### src/rtl/midi_note_pairing_macros.svh
// Assertion macros shared by the note pairing RTL.
// The checks are compiled only for simulation; synthesis sees empty bodies.
`ifndef MIDI_NOTE_PAIRING_MACROS_SVH
`define MIDI_NOTE_PAIRING_MACROS_SVH

`ifndef SYNTHESIS

// Check that is ignored while reset is asserted.
`define MNP_ASSERT(label, prop) \
    label: assert property (@(posedge i_clk) disable iff (!i_rst_n) prop) \
        else $error("midi_note_pairing: assertion failed");

// Check that is evaluated on every clock edge, reset included.
`define MNP_ASSERT_ALWAYS(label, prop) \
    label: assert property (@(posedge i_clk) prop) \
        else $error("midi_note_pairing: assertion failed");

`else

`define MNP_ASSERT(label, prop)
`define MNP_ASSERT_ALWAYS(label, prop)

`endif

`endif

### src/rtl/mnp_pkg.sv
package mnp_pkg;

    localparam int OPEN_NOTES_DEF = 64;

    localparam int TRACK_W = 8;
    localparam int CHAN_W  = 4;
    localparam int PITCH_W = 7;
    localparam int VEL_W   = 7;
    localparam int TIME_W  = 32;

    localparam int S_TDATA_W = 64;
    localparam int M_TDATA_W = 88;

    // Event action codes (input tuser).
    localparam logic ACT_NOTE_ON  = 1'b0;
    localparam logic ACT_NOTE_OFF = 1'b1;

    // Result kind codes (output tuser).
    localparam logic KIND_NOTE = 1'b0;
    localparam logic KIND_DROP = 1'b1;

    typedef struct packed {
        logic [PITCH_W-1:0] pitch;
        logic [CHAN_W-1:0]  channel;
        logic [TRACK_W-1:0] track;
    } t_key;

    // One entry of the open note table.
    typedef struct packed {
        logic              valid;
        t_key              key;
        logic [TIME_W-1:0] start;
    } t_entry;

    // Search token that walks along the cell chain.
    typedef struct packed {
        logic              valid;
        logic              done;
        logic [TIME_W-1:0] start;
    } t_pkt;

endpackage

### src/rtl/mnp_cell.sv
module mnp_cell
    import mnp_pkg::*;
(
    input  logic              i_clk,
    input  logic              i_rst_n,
    input  logic              i_en,
    input  t_key              i_key,
    input  logic [TIME_W-1:0] i_time,
    input  logic              i_is_on,
    input  t_pkt              i_pkt_prev,
    input  t_pkt              i_pkt_up,
    input  t_entry            i_entry_up,
    output t_entry            o_entry,
    output t_pkt              o_pkt,
    output t_pkt              o_fwd
);

    logic              r_valid;
    t_key              r_key;
    logic [TIME_W-1:0] r_start;
    t_pkt              r_pkt;

    logic w_hit;
    logic w_ins;
    logic w_shift;

    always_comb begin
        // A note-off token takes the first matching entry it meets; since entries
        // sit oldest first, that is the oldest open note of this key.
        w_hit = r_pkt.valid && !r_pkt.done && !i_is_on && r_valid && (r_key == i_key);
        // A note-on token fills the first free cell.
        w_ins = r_pkt.valid && !r_pkt.done && i_is_on && !r_valid;
        // Once a note-off token has matched, each cell it passes pulls its
        // upper neighbor down by one, closing the gap.
        w_shift = i_pkt_up.valid && i_pkt_up.done && !i_is_on;

        o_fwd.valid = r_pkt.valid;
        o_fwd.done  = r_pkt.done || w_hit || w_ins;
        o_fwd.start = w_hit ? r_start : r_pkt.start;

        o_entry.valid = r_valid;
        o_entry.key   = r_key;
        o_entry.start = r_start;
        o_pkt         = r_pkt;
    end

    always_ff @(posedge i_clk) begin
        if (!i_rst_n) begin
            r_valid     <= 1'b0;
            r_pkt.valid <= 1'b0;
            r_pkt.done  <= 1'b0;
        end else if (i_en) begin
            r_pkt.valid <= i_pkt_prev.valid;
            r_pkt.done  <= i_pkt_prev.done;
            if (w_ins) begin
                r_valid <= 1'b1;
            end else if (w_shift) begin
                r_valid <= i_entry_up.valid;
            end
        end
    end

    always_ff @(posedge i_clk) begin
        if (i_en) begin
            r_pkt.start <= i_pkt_prev.start;
            if (w_ins) begin
                r_key   <= i_key;
                r_start <= i_time;
            end else if (w_shift) begin
                r_key   <= i_entry_up.key;
                r_start <= i_entry_up.start;
            end
        end
    end

endmodule

### config.mk
export PLATFORM = sky130hd
export DESIGN_NAME = mnp_cell
export DESIGN_NICKNAME = d
export VERILOG_FILES = /design/src/rtl/midi_note_pairing_macros.svh /design/src/rtl/mnp_pkg.sv /design/src/rtl/mnp_cell.sv
export SDC_FILE = /design/constraint.sdc
export NUM_CORES = 1
export LEC_CHECK = 0
export BUFFER_PORTS_ARGS = -buffer_cell sky130_fd_sc_hd__buf_4
export CAP_MARGIN = 20
export CELL_PAD_IN_SITES_DETAIL_PLACEMENT = 1
export CELL_PAD_IN_SITES_GLOBAL_PLACEMENT = 1
export CORE_ASPECT_RATIO = 0.9
export CORE_MARGIN = 3
export CORE_UTILIZATION = 28
export DETAILED_ROUTE_END_ITERATION = 8
export PLACE_DENSITY = 0.85
export SLEW_MARGIN = 20
export SYNTH_ARGS = -nofsm -noshare
export SYNTH_HDL_FRONTEND = slang
export SYNTH_SLANG_ARGS = --single-unit
### constraint.sdc
create_clock -name i_clk -period 2.6 [get_ports i_clk]
set_clock_uncertainty 0.1 [all_clocks]
set_input_delay 0.39 -clock i_clk [delete_from_list [all_inputs] [get_ports i_clk]]
set_output_delay 0.39 -clock i_clk [all_outputs]
set_load 0.03 [all_outputs]
* Word-level counts from Yosys, hierarchy flattened
Cells that the tools add are included.
** Storage, ports and cells
- Logic and storage cells :: 31
- Input port bits :: 175
- Output and inout port bits :: 120
- Register bits after elaboration :: 86
** Cells by class
- Mux-type cells :: 7
- Reductions and logical operators :: 15
- Equal/unequal tests :: 1
** Operators by type and width (count)
- 32-bit two-way mux :: 3
- 19-bit two-way mux :: 2
- 19-bit == test :: 1
- 1-bit logical AND :: 8
- 1-bit zero test :: 3
- 1-bit logical OR :: 2
- 1-bit two-way mux :: 2
- 2-bit AND reduction :: 1
- 2-bit nonzero test :: 1

* Depth between registers and ports, before layout
Gate-level depths: netlist of run 1.
- Word-level depth :: 7
- Depth in mapped cells :: 6
- Mapped depth without buffers :: 5

* Worst setup path before layout of run 1
No wires, ideal clock.
- Kind :: flip-flop to flip-flop
- From :: register r_pkt, in the netlist o_fwd[33]
- To :: register r_key, in the netlist o_entry[32] (enable)
- Required time :: 2086 ps
- Stages on the path, launching flop included :: 4
- Buffers on the path :: 1
- Slack :: -112 ps
- Data arrival time :: 2198 ps
- Setup time :: 414 ps
- Clock period less this slack :: 2712 ps
- Path through :: dfxtp_1 > nor4bb_1 > buf_2 > o21a_1
** Between the ends
- Cells in the longest elaborated chain, start to end :: 5
** Ends and longest elaborated chain
- from (decl) :: RTL line mnp_cell.sv:21 : t_pkt r_pkt;
- 1-bit logical AND (3 in a row) :: RTL line mnp_cell.sv:32 : w_ins = r_pkt.valid && !r_pkt.done && i_is_on && !r_valid;
- 2-bit nonzero test (no line)
- 2-bit AND reduction (no line)
- to (signal assigned) :: RTL line mnp_cell.sv:67 : r_key <= i_key;
- to (signal assigned) :: RTL line mnp_cell.sv:70 : r_key <= i_entry_up.key;
- to (decl) :: RTL line mnp_cell.sv:19 : t_key r_key;
Every way passes these cells.
A chain may end at the register's enable or synchronous reset.

==> summary.md, run 1 <==
| Metric | Value |
|---|---|
| Commonest cells after routing, fill and taps aside | `236 x buf_4, 83 x edfxtp_1, 54 x mux2_2` |
| Netlist Area Pre-Place | `0.00401 sq mm` |
| Endpoint, Worst Hold | `o_pkt[31]` |
| Residual DRC | `0` |
| Initial Utilization | `29.4%` |
| Max-slew violations | `0` |
| Clock power share | `35.9%` |
| P&R area growth vs syn | `66.8%` |
| Status | `finished, violations left` |
| Worst setup margin | `-0.117 ns` |
| Final ANT Viol Nets | `0` |
| Share of post-route cells with drive strength above 1 | `75.6%` |
| Mapped Cells | `221` |
| RSZ-0062 raised after global routing | `true` |
| CP startpoint kind | `flip-flop` |
| Vias in the first global route | `3536` |
| # fillers | `1409` |
| Inserted Clock Buffers | `9` |
| Crit Path Category | `reg -> out` |
| Synth cell types | `22` |
| FF-to-FF Start | `o_pkt[32]` |
| # setup viols final | `32` |
| TritonRoute pass-1 iters | `4` |
| Multi-input logic area | `0.00141 sq mm` |
| Post-route insts no fill | `685` |
| Reg2reg setup slack | `0.62 ns` |
| Tot Pwr | `3820 uW` |
| Hold WC Path Type | `in -> reg` |
| Reg power frac | `43.0%` |
| Final core utilization | `49.0%` |
| Relative slew margins | `66.4%` |
| Leakage power | `0.00292 uW` |
| Period minus WS final | `2.72 ns` |
| CTS tree | `yes` |
| Initial drt markers | `94` |
| MaxCap Viol Count | `0` |
| Fin Setup TNS | `-2.65 ns` |
| Die width | `132 um` |
| Worst path buffer plus inverter count | `2` |
| Pint | `2850 uW` |
| Fin crit share | `104%` |
| Critical path data required time | `2.11 ns` |
| Switching part of the total | `25.5%` |
| Delay-heaviest family, CP | `simple AND/OR/NAND/NOR gates` |
| N_diodes | `0` |
| Hold Startpoint | `i_pkt_prev[31]` |
| Die Span Y | `120 um` |
| Comb pwr share | `21.1%` |
| Gr usage total | `16.7%` |
| Largest net degree at the start of global routing | `54` |
| Clock sinks | `86` |
| Failing checks | `setup timing` |
| Total grt overflow | `0` |
| Worst Tran Pin Value | `0.504 ns` |
| Slowest CP cell | `edfxtp_1` |
| DP HPWL | `10.2 mm` |
| IO Port Bufs | `262` |
| CTS Root Cell | `clkbuf_16` |
| Die area | `0.0158 sq mm` |
| Clock transition at the registers of the reported paths | `0.06 ns` |
| Vias after detailed routing | `3046` |
| Power per cell area | `571 mW/mm^2` |
| #FFs+latches synth | `86` |
| Post-CTS Setup Bufs | `0` |
| CTS max path bufs | `2` |
| CP max stage delay | `0.41 ns` |
| Register Area | `0.00255 sq mm` |
| Rows | `40` |
| Hold_buf cts | `0` |
| H-Tree Depth | `3` |
| R2R cell count | `4` |
| Data arrival, critical path | `2.23 ns` |
| Placer Congestion | `0.770` |
| Sw power | `974 uW` |
| Hold Path Depth | `1` |
| First-pass GRT wire length | `20.2 mm` |
| WL/cell | `19.6 um` |
| Net Count, Synth | `396` |
| CP cell instances | `xor2_1 -> nor4_2 -> nand4_4 -> buf_12 -> mux2_2 -> buf_4` |
| Core area | `0.0137 sq mm` |
| Ports | `295` |
| Reg-to-Reg End | `r_start[5]` |
| Post-Place Cells | `669` |
| Syn Area/Cell | `18.2 sq um` |
| Crit path capture type | `output pin` |
| Critical path fanouts, max | `17` |
| Fin Hold WS | `0.119 ns` |
| Fmax | `368 MHz` |
| Most common cell after layout, fill and taps aside | `buf_4` |
| Initial antenna violation count | `0` |
| Total number of yosys warnings | `0` |
| Seq/Total Area, Yosys | `63.6%` |
| Final Hold Fails | `0` |
| Post-DR vias/cell | `4.45` |
| Final wirelength | `13.4 mm` |
| Peak supply drop | `0.000418 V` |
| Worst-Skew Late Latency | `0.34 ns` |
| Final Net Count | `666` |
-- registers in the layout, indices dropped and copies added, names as in the netlist --
| register | flops |
|---|---|
| r_start | 32 |
| o_pkt | 33 |
| r_valid | 1 |
| o_entry | 19 |
| o_fwd | 1 |
-- area by class of cell --
type / count / share of cell area (%)
clock buffers: 10 / 3.42
clock inverters: 6 / 1.29
inverters: 1 / 0.0561
multi-input cells: 123 / 21.0
flip-flops and latches: 86 / 38.1
well taps: 189 / 3.53
repair buffers: 270 / 32.6
-- worst max path at each step --
stage                      startpoint        end  cells after the start
after global placement        i_is_on   o_fwd[1]                      8
after detailed placement      i_is_on   o_fwd[1]                      8
final                     o_entry[35]   o_fwd[1]                      6
after global routing      o_entry[35]   o_fwd[1]                      6
after CTS                 o_entry[35]   o_fwd[1]                      6
after floorplan           o_entry[38]  o_fwd[10]                      5
-- repair_timing --
action	in CTS	in global routing
hold endpoints to repair	0	0
endpoints found under the setup margin	32	33
pin swaps	2	0
resized for setup	31	1
-- per-layer routing --
metal	part of all wire (%)	global-route usage [%]
met1	37	17.2
met2	52	30.7
met3	8.9	6.92
met4	1.9	5.65
met5	0	0
-- stage by stage --
stage	instance area [sq um]	setup WS (ns)
finish	6690	-0.117
global route	6690	-0.215
CTS	6690	-0.155
detailed placement	6260	0.104
global placement	6260	0.0955
floorplan	4010	0.294
-- cells in the mapped netlist --
cell type / instances / area (sq um)
buf_6: 3 / 33.8
o21a_1: 1 / 7.51
dfxtp_1: 3 / 60.1
nor2_1: 5 / 18.8
edfxtp_1: 83 / 2490
and4bb_1: 1 / 12.5
nor2b_1: 2 / 12.5
mux2_2: 54 / 608
buf_4: 2 / 15.0
xor2_1: 12 / 105
nor4bb_1: 1 / 10.0
mux2i_1: 2 / 20.0
inv_1: 1 / 3.75
nand2_1: 2 / 7.51
xnor2_1: 7 / 61.3
nand4_2: 1 / 12.5
nor4_2: 2 / 25.0
a211oi_1: 1 / 7.51
mux2_4: 29 / 435
nand4_1: 2 / 12.5
buf_2: 6 / 30.0
nor4_4: 1 / 21.3
-- kinds of logic after synthesis --
family | after synthesis | synth area share, %
XOR/XNOR | 19 | 4.15
AO/OA/AOI/OAI | 2 | 0.374
multiplexers | 85 | 26.5
flip-flops | 86 | 63.6
buffers and inverters | 12 | 2.06
AND/OR/NAND/NOR | 17 | 3.31
-- power by group through the flow --
| stage | clock network, uW | registers [uW] | logic, uW |
|---|---|---|---|
| 2_1_floorplan | 0 | 1800 | 255 |
| 3_3_place_gp | 0 | 1670 | 760 |
| 3_5_place_dp | 0 | 1670 | 780 |
| 4_1_cts | 1410 | 1650 | 814 |
| 5_1_grt | 1470 | 1650 | 846 |
| 6_report | 1370 | 1640 | 806 |
Note: power is estimated with default switching activity, not from simulation.
==> run 2, diff against run 1 <==
CELL_PAD_IN_SITES_DETAIL_PLACEMENT = 0   (was 1)
CELL_PAD_IN_SITES_GLOBAL_PLACEMENT = 2   (was 1)
CORE_UTILIZATION = 22   (was 28)
PLACE_DENSITY = 0.84   (was 0.85)
==> summary.md, run 2 (synthesis gave the netlist of run 1 again) <==
| Metric | Value |
|---|---|
| Most common cell after layout, fill and taps aside | `buf_4 (unchanged)` |
| Vias in the first global route | `3161 (was 3536)` |
| Clock transition at the registers of the reported paths | `0.07 ns (was 0.06 ns)` |
| Die area | `0.0199 sq mm (was 0.0158 sq mm)` |
| Fmax | `378 MHz (was 368 MHz)` |
| Critical path fanouts, max | `33 (was 17)` |
| N_diodes | `0 (unchanged)` |
| Core area | `0.0177 sq mm (was 0.0137 sq mm)` |
| Inserted Clock Buffers | `9 (unchanged)` |
| Max-slew violations | `0 (unchanged)` |
| Worst path buffer plus inverter count | `2 (unchanged)` |
| TritonRoute pass-1 iters | `4 (unchanged)` |
| Delay-heaviest family, CP | `simple AND/OR/NAND/NOR gates (unchanged)` |
| P&R area growth vs syn | `68.1% (was 66.8%)` |
| Hold WC Path Type | `in -> reg (unchanged)` |
| Gr usage total | `12.5% (was 16.7%)` |
| Worst Tran Pin Value | `0.496 ns (was 0.504 ns)` |
| Max FFs per register | `33 (unchanged)` |
| Final core utilization | `38.1% (was 49.0%)` |
| Status | `finished, violations left (unchanged)` |
| Reg2reg setup slack | `0.61 ns (was 0.62 ns)` |
| Critical path data required time | `2.11 ns (about the same)` |
| Tot Pwr | `3740 uW (was 3820 uW)` |
| Worst-Skew Late Latency | `0.34 ns (about the same)` |
| Share of post-route cells with drive strength above 1 | `76.0% (was 75.6%)` |
| Post-CTS Setup Bufs | `0 (unchanged)` |
| Crit Path Category | `reg -> out (unchanged)` |
| Post-DR vias/cell | `4.05 (was 4.45)` |
| Crit path capture type | `output pin (unchanged)` |
| Initial Utilization | `22.6% (was 29.4%)` |
| Period minus WS final | `2.64 ns (was 2.72 ns)` |
| Failing checks | `setup timing (unchanged)` |
| # setup viols final | `32 (unchanged)` |
| Clock sinks | `86 (unchanged)` |
| Reg-to-Reg End | `r_start[0] (was r_start[5])` |
| Total grt overflow | `0 (unchanged)` |
| Power per cell area | `555 mW/mm^2 (was 571 mW/mm^2)` |
| Final ANT Viol Nets | `0 (unchanged)` |
| Die width | `148 um (was 132 um)` |
| Ports | `295 (unchanged)` |
| Vias after detailed routing | `2975 (was 3046)` |
| Rows | `46 (was 40)` |
| MaxCap Viol Count | `0 (unchanged)` |
| Fin Setup TNS | `-1.08 ns (was -2.65 ns)` |
| Final Hold Fails | `0 (unchanged)` |
| Fin Hold WS | `0.123 ns (was 0.119 ns)` |
| Endpoint, Worst Hold | `o_pkt[26] (was o_pkt[31])` |
| Data arrival, critical path | `2.15 ns (was 2.23 ns)` |
| Die Span Y | `134 um (was 120 um)` |
| Final wirelength | `12.9 mm (was 13.4 mm)` |
| # fillers | `1686 (was 1409)` |
| CTS max path bufs | `2 (unchanged)` |
| RSZ-0062 raised after global routing | `true (unchanged)` |
| IO Port Bufs | `262 (unchanged)` |
| Commonest cells after routing, fill and taps aside | `237 x buf_4, 83 x edfxtp_1, 54 x mux2_2 (was 236 x buf_4, 83 x edfxtp_1, 54 x mux2_2)` |
| WL/cell | `17.6 um (was 19.6 um)` |
| H-Tree Depth | `3 (unchanged)` |
| Worst setup margin | `-0.0425 ns (was -0.117 ns)` |
| Peak supply drop | `0.000267 V (was 0.000418 V)` |
| Placer Congestion | `0.751 (was 0.770)` |
| CP cell instances | `xor2_1 -> nor4_2 -> nand4_4 -> buf_12 -> mux2_4 -> buf_6 (was xor2_1 -> nor4_2 -> nand4_4 -> buf_12 -> mux2_2 -> buf_4)` |
| CP startpoint kind | `flip-flop (unchanged)` |
| Relative slew margins | `66.9% (was 66.4%)` |
| Multi-input logic area | `0.00141 sq mm (unchanged)` |
| Fin crit share | `102% (was 104%)` |
| Hold Path Depth | `1 (unchanged)` |
| Slowest CP cell | `edfxtp_1 (unchanged)` |
| Final Net Count | `666 (unchanged)` |
| Initial antenna violation count | `0 (unchanged)` |
| CTS Root Cell | `clkbuf_16 (unchanged)` |
| FF-to-FF Start | `o_pkt[32] (unchanged)` |
| CP max stage delay | `0.41 ns (about the same)` |
| Register Area | `0.00255 sq mm (about the same)` |
| Hold Startpoint | `i_pkt_prev[26] (was i_pkt_prev[31])` |
| Leakage power | `0.00291 uW (was 0.00292 uW)` |
| Initial drt markers | `76 (was 94)` |
| DP HPWL | `10.0 mm (was 10.2 mm)` |
| R2R cell count | `4 (unchanged)` |
| CTS tree | `yes (unchanged)` |
| First-pass GRT wire length | `18.7 mm (was 20.2 mm)` |
| Largest net degree at the start of global routing | `54 (unchanged)` |
| Residual DRC | `0 (unchanged)` |
run 2: cell types whose count changed in the layout (fill, tap and decap cells not counted), sizes merged:
cell | before | now
clkinv | 3 | 2
inv | 1 | 2
clkinvlp | 1 | 2
clkbuf | 10 | 9
bufinv | 2 | 1
run 2: power by group:
group          switching [uW]  leakage, uW  internal [uW]  total [uW]
registers                40.4     0.000804           1600        1640
logic                     392      0.00197            407         800
clock network             550     0.000138            746        1300
total                     983      0.00291           2760        3740
run 2: cell type report:
type	instances	share of cell area, %
flip-flops and latches	86	37.9
inverters	1	0.0556
well taps	240	4.45
multi-input cells	123	20.8
repair buffers	270	32.4
clock buffers	9	3.34
clock inverters	6	1.06
run 2: worst max-delay path by stage:
stage,start,to,slack [ns],cells past startpoint
floorplan,o_entry[38],o_fwd[10],0.29,5
global placement,i_is_on,o_fwd[8],0.04,8
detailed placement,i_is_on,o_fwd[18],0.04,8
CTS,o_entry[47],o_fwd[8],-0.09,6
global route,o_entry[35],o_fwd[0],-0.18,6
finish,o_entry[35],o_fwd[18],-0.04,6
run 2: per-layer routing:
metal	track usage (%)	up-vias	routed length (um)
li1	-	1392	-
met1	14.0	1410	4960
met2	22.3	160	6690
met3	4.36	13	1090
met4	3.80	0	193
met5	0	-	0
run 2: what timing repair did:
| action | 4_1_cts | 5_1_grt |
|---|---|---|
| setup endpoints to repair | 32 | 32 |
| hold endpoints to repair | 0 | 0 |
| pin swaps | 1 | 1 |
| hold buffers | 0 | 0 |
| resized for setup | 31 | 0 |
run 2: per-stage QoR:
step | cell area, sq um | worst slack, ns | std cells
after floorplan | 4010 | 0.294 | 221
after global placement | 6340 | 0.0383 | 720
after detailed placement | 6340 | 0.0367 | 720
after CTS | 6750 | -0.0910 | 735
after global routing | 6750 | -0.177 | 735
final | 6750 | -0.0425 | 735
==> run 3, diff against run 2 <==
ABC_AREA = 1   (was not set)
CORE_UTILIZATION = 21   (was 22)
==> summary.md, run 3 <==
| Metric | Value |
|---|---|
| First-pass GRT wire length | `23.3 mm (was 18.7 mm)` |
| N_diodes | `0 (unchanged)` |
| Final ANT Viol Nets | `0 (unchanged)` |
| CP max stage delay | `0.42 ns (was 0.41 ns)` |
| R2R cell count | `6 (was 4)` |
| Commonest cells after routing, fill and taps aside | `268 x buf_4, 87 x nand2_1, 83 x edfxtp_1 (was 237 x buf_4, 83 x edfxtp_1, 54 x mux2_2)` |
| TritonRoute pass-1 iters | `4 (unchanged)` |
| Post-Place Cells | `934 (was 720)` |
| Ports | `295 (unchanged)` |
| Seq/Total Area, Yosys | `57.6% (was 63.6%)` |
| Initial Utilization | `21.8% (was 22.6%)` |
| Vias after detailed routing | `3799 (was 2975)` |
| Clock transition at the registers of the reported paths | `0.07 ns (about the same)` |
| MaxCap Viol Count | `0 (unchanged)` |
| # fillers | `2101 (was 1686)` |
| Status | `complete, no violations (was finished, violations left)` |
| CP cell instances | `inv_1 -> nand2_1 -> nand2_1 -> nand2_1 -> nor2_4 -> nand3_2 -> buf_4 -> o21bai_1 -> nand2_1 -> buf_4 (was xor2_1 -> nor4_2 -> nand4_4 -> buf_12 -> mux2_4 -> buf_6)` |
| RSZ-0062 raised after global routing | `false (was true)` |
| Fin crit share | `92.7% (was 102%)` |
| Synth cell types | `21 (was 22)` |
| Total grt overflow | `0 (unchanged)` |
| Hold Path Depth | `1 (unchanged)` |
| Max-slew violations | `0 (unchanged)` |
| # setup viols final | `0 (was 32)` |
| Crit path capture type | `output pin (unchanged)` |
| CTS max path bufs | `2 (unchanged)` |
| IO Port Bufs | `262 (unchanged)` |
| Worst setup margin | `0.189 ns (was -0.0425 ns)` |
| CTS Root Cell | `clkbuf_16 (unchanged)` |
| Top cells by count, synth | `89 x nand2_1, 83 x edfxtp_1, 57 x inv_1 (was 83 x edfxtp_1, 54 x mux2_2, 29 x mux2_4)` |
| EDFF count, synth | `83 (unchanged)` |
| Initial antenna violation count | `0 (unchanged)` |
| Area contributors post-synth | `edfxtp_1 56%, mux2_2 10%, nand2_1 7.5% (was edfxtp_1 62%, mux2_2 15%, mux2_4 11%)` |
| Clock sinks | `86 (unchanged)` |
| Crit Path Category | `reg -> out (unchanged)` |
| Net Count, Synth | `576 (was 396)` |
| Final Net Count | `842 (was 666)` |
| Slowest CP cell | `edfxtp_1 (unchanged)` |
| Gr usage total | `13.3% (was 12.5%)` |
| Hold WC Path Type | `in -> reg (unchanged)` |
| Relative slew margins | `77.8% (was 66.9%)` |
| Most used DFF post-synth | `edfxtp_1 (unchanged)` |
| Die area | `0.0229 sq mm (was 0.0199 sq mm)` |
| Place WS | `0.293 ns (was 0.0367 ns)` |
| Netlist Area Pre-Place | `0.00443 sq mm (was 0.00401 sq mm)` |
| Most common cell after layout, fill and taps aside | `buf_4 (unchanged)` |
| Post-route insts no fill | `952 (was 735)` |
| Peak supply drop | `0.000291 V (was 0.000267 V)` |
| Worst Tran Pin Value | `0.333 ns (was 0.496 ns)` |
| FF-to-FF Start | `o_pkt[32] (unchanged)` |
| Syn Area/Cell | `11.1 sq um (was 18.2 sq um)` |
| Register Area | `0.00255 sq mm (about the same)` |
| Asr flop ratio synth | `0% (unchanged)` |
| Critical path data required time | `2.11 ns (about the same)` |
| Residual DRC | `0 (unchanged)` |
| Worst-Skew Late Latency | `0.34 ns (about the same)` |
| Reg2reg setup slack | `0.91 ns (was 0.61 ns)` |
| Vias in the first global route | `3985 (was 3161)` |
| Core area | `0.0204 sq mm (was 0.0177 sq mm)` |
| Rows | `49 (was 46)` |
| Final wirelength | `15.6 mm (was 12.9 mm)` |
| Worst path buffer plus inverter count | `3 (was 2)` |
| Post-DR vias/cell | `3.99 (was 4.05)` |
| P&R area growth vs syn | `60.4% (was 68.1%)` |
| #FFs+latches synth | `86 (unchanged)` |
| Power per cell area | `544 mW/mm^2 (was 555 mW/mm^2)` |
| Critical path fanouts, max | `14 (was 33)` |
| Top cell type's share of synthesized area | `56.2% (was 62.1%)` |
| Data arrival, critical path | `1.92 ns (was 2.15 ns)` |
| Die Span Y | `144 um (was 134 um)` |
| CP startpoint kind | `flip-flop (unchanged)` |
| Delay-heaviest family, CP | `simple AND/OR/NAND/NOR gates (unchanged)` |
| Die width | `159 um (was 148 um)` |
| Period minus WS final | `2.41 ns (was 2.64 ns)` |
| Mapped Cells | `401 (was 221)` |
| DP HPWL | `11.7 mm (was 10.0 mm)` |
| Reg-to-Reg End | `r_start[0] (unchanged)` |
| Multi-input logic area | `0.00153 sq mm (was 0.00141 sq mm)` |
| H-Tree Depth | `3 (unchanged)` |
| Count leader, synth | `nand2_1 (was edfxtp_1)` |
| Inserted Clock Buffers | `9 (unchanged)` |
| Fin Hold WS | `0.122 ns (was 0.123 ns)` |
| Initial drt markers | `143 (was 76)` |
| Endpoint, Worst Hold | `o_pkt[30] (was o_pkt[26])` |
| Post-synth top area cell | `edfxtp_1 (unchanged)` |
| Final Hold Fails | `0 (unchanged)` |
| Hold_buf cts | `0 (unchanged)` |
| Largest net degree at the start of global routing | `54 (unchanged)` |
| Hold Startpoint | `i_pkt_prev[30] (was i_pkt_prev[26])` |
| Leakage power | `0.00325 uW (was 0.00291 uW)` |
| Total number of yosys warnings | `0 (unchanged)` |
| WL/cell | `16.4 um (was 17.6 um)` |
| Fin Setup TNS | `0 ns (was -1.08 ns)` |
| CP dominant cell by count | `nand2_1` |
| Placer Congestion | `0.730 (was 0.751)` |
| Fmax | `415 MHz (was 378 MHz)` |
| CTS tree | `yes (unchanged)` |
| Share of post-route cells with drive strength above 1 | `53.3% (was 76.0%)` |
| Max FFs per register | `33 (unchanged)` |
[run 3: cell count changes in the layout (fill, tap and decap cells not counted), moves of 13 or more]
cell	previous run	this run
nand3_1	0	34
mux2_2	54	40
o21bai_1	0	19
o21bai_2	0	13
buf_6	29	1
nand2_1	2	87
inv_1	1	57
mux2_4	29	0
o21ai_0	0	14
buf_4	237	268
[run 3: how the worst max path moves through the flow]
stage	start	end	slack (ns)	cells after the start
2_1_floorplan	o_fwd[33]	o_entry[32]	0.32	4
3_3_place_gp	i_is_on	o_fwd[29]	0.33	12
3_5_place_dp	i_is_on	o_fwd[29]	0.29	12
4_1_cts	o_entry[47]	o_fwd[29]	0.04	11
5_1_grt	o_entry[50]	o_fwd[30]	0.006	11
6_report	o_entry[47]	o_fwd[12]	0.19	10
[run 3: power breakdown]
group	internal, uW	switching [uW]
combinational	377	429
clock	846	561
sequential	1610	43.6
total	2830	1030
[run 3: cell families (layout without fill, tap and decap cells)]
| family | after synthesis | in the layout | share of synthesized area [%] |
|---|---|---|---|
| AND/OR/NAND/NOR | 137 | 137 | 13.5 |
| buffers and inverters | 80 | 351 | 8.64 |
| AO/OA/AOI/OAI | 50 | 50 | 8.55 |
| XOR/XNOR | 8 | 8 | 1.58 |
| multiplexers | 40 | 40 | 10.2 |
| flip-flops | 86 | 86 | 57.6 |
[run 3: area by class of cell]
cell class / instances / area share [%]
Sequential cell: 86 / 35.9
Tap cell: 280 / 4.93
Inverter: 60 / 3.17
Multi-Input combinational cell: 235 / 21.4
Clock buffer: 11 / 3.27
Clock inverter: 5 / 1.14
Timing Repair Buffer: 275 / 30.1
[run 3: stage by stage]
| step | total power, uW | instance area (sq um) | utilization (%) |
|---|---|---|---|
| final | 3870 | 7110 | 34.9 |
| after floorplan | 2080 | 4440 | - |
| after CTS | 3930 | 7050 | 34.6 |
| after global routing | 4050 | 7110 | 34.9 |
| after global placement | 2490 | 6740 | 33.1 |
| after detailed placement | 2500 | 6740 | 33.1 |
[run 3: timing repair]
item,in CTS,in global routing
resized for setup,0,7
buffers inserted,0,1
endpoints found under the setup margin,0,24
[run 3: metal layers]
layer / track usage [%] / vias up / share of wire [%]
li1: - / 1877 / -
met5: 0 / - / 0
met1: 16.5 / 1714 / 44
met2: 21.7 / 193 / 45
met4: 3.50 / 0 / 1.3
met3: 5.36 / 15 / 9.3
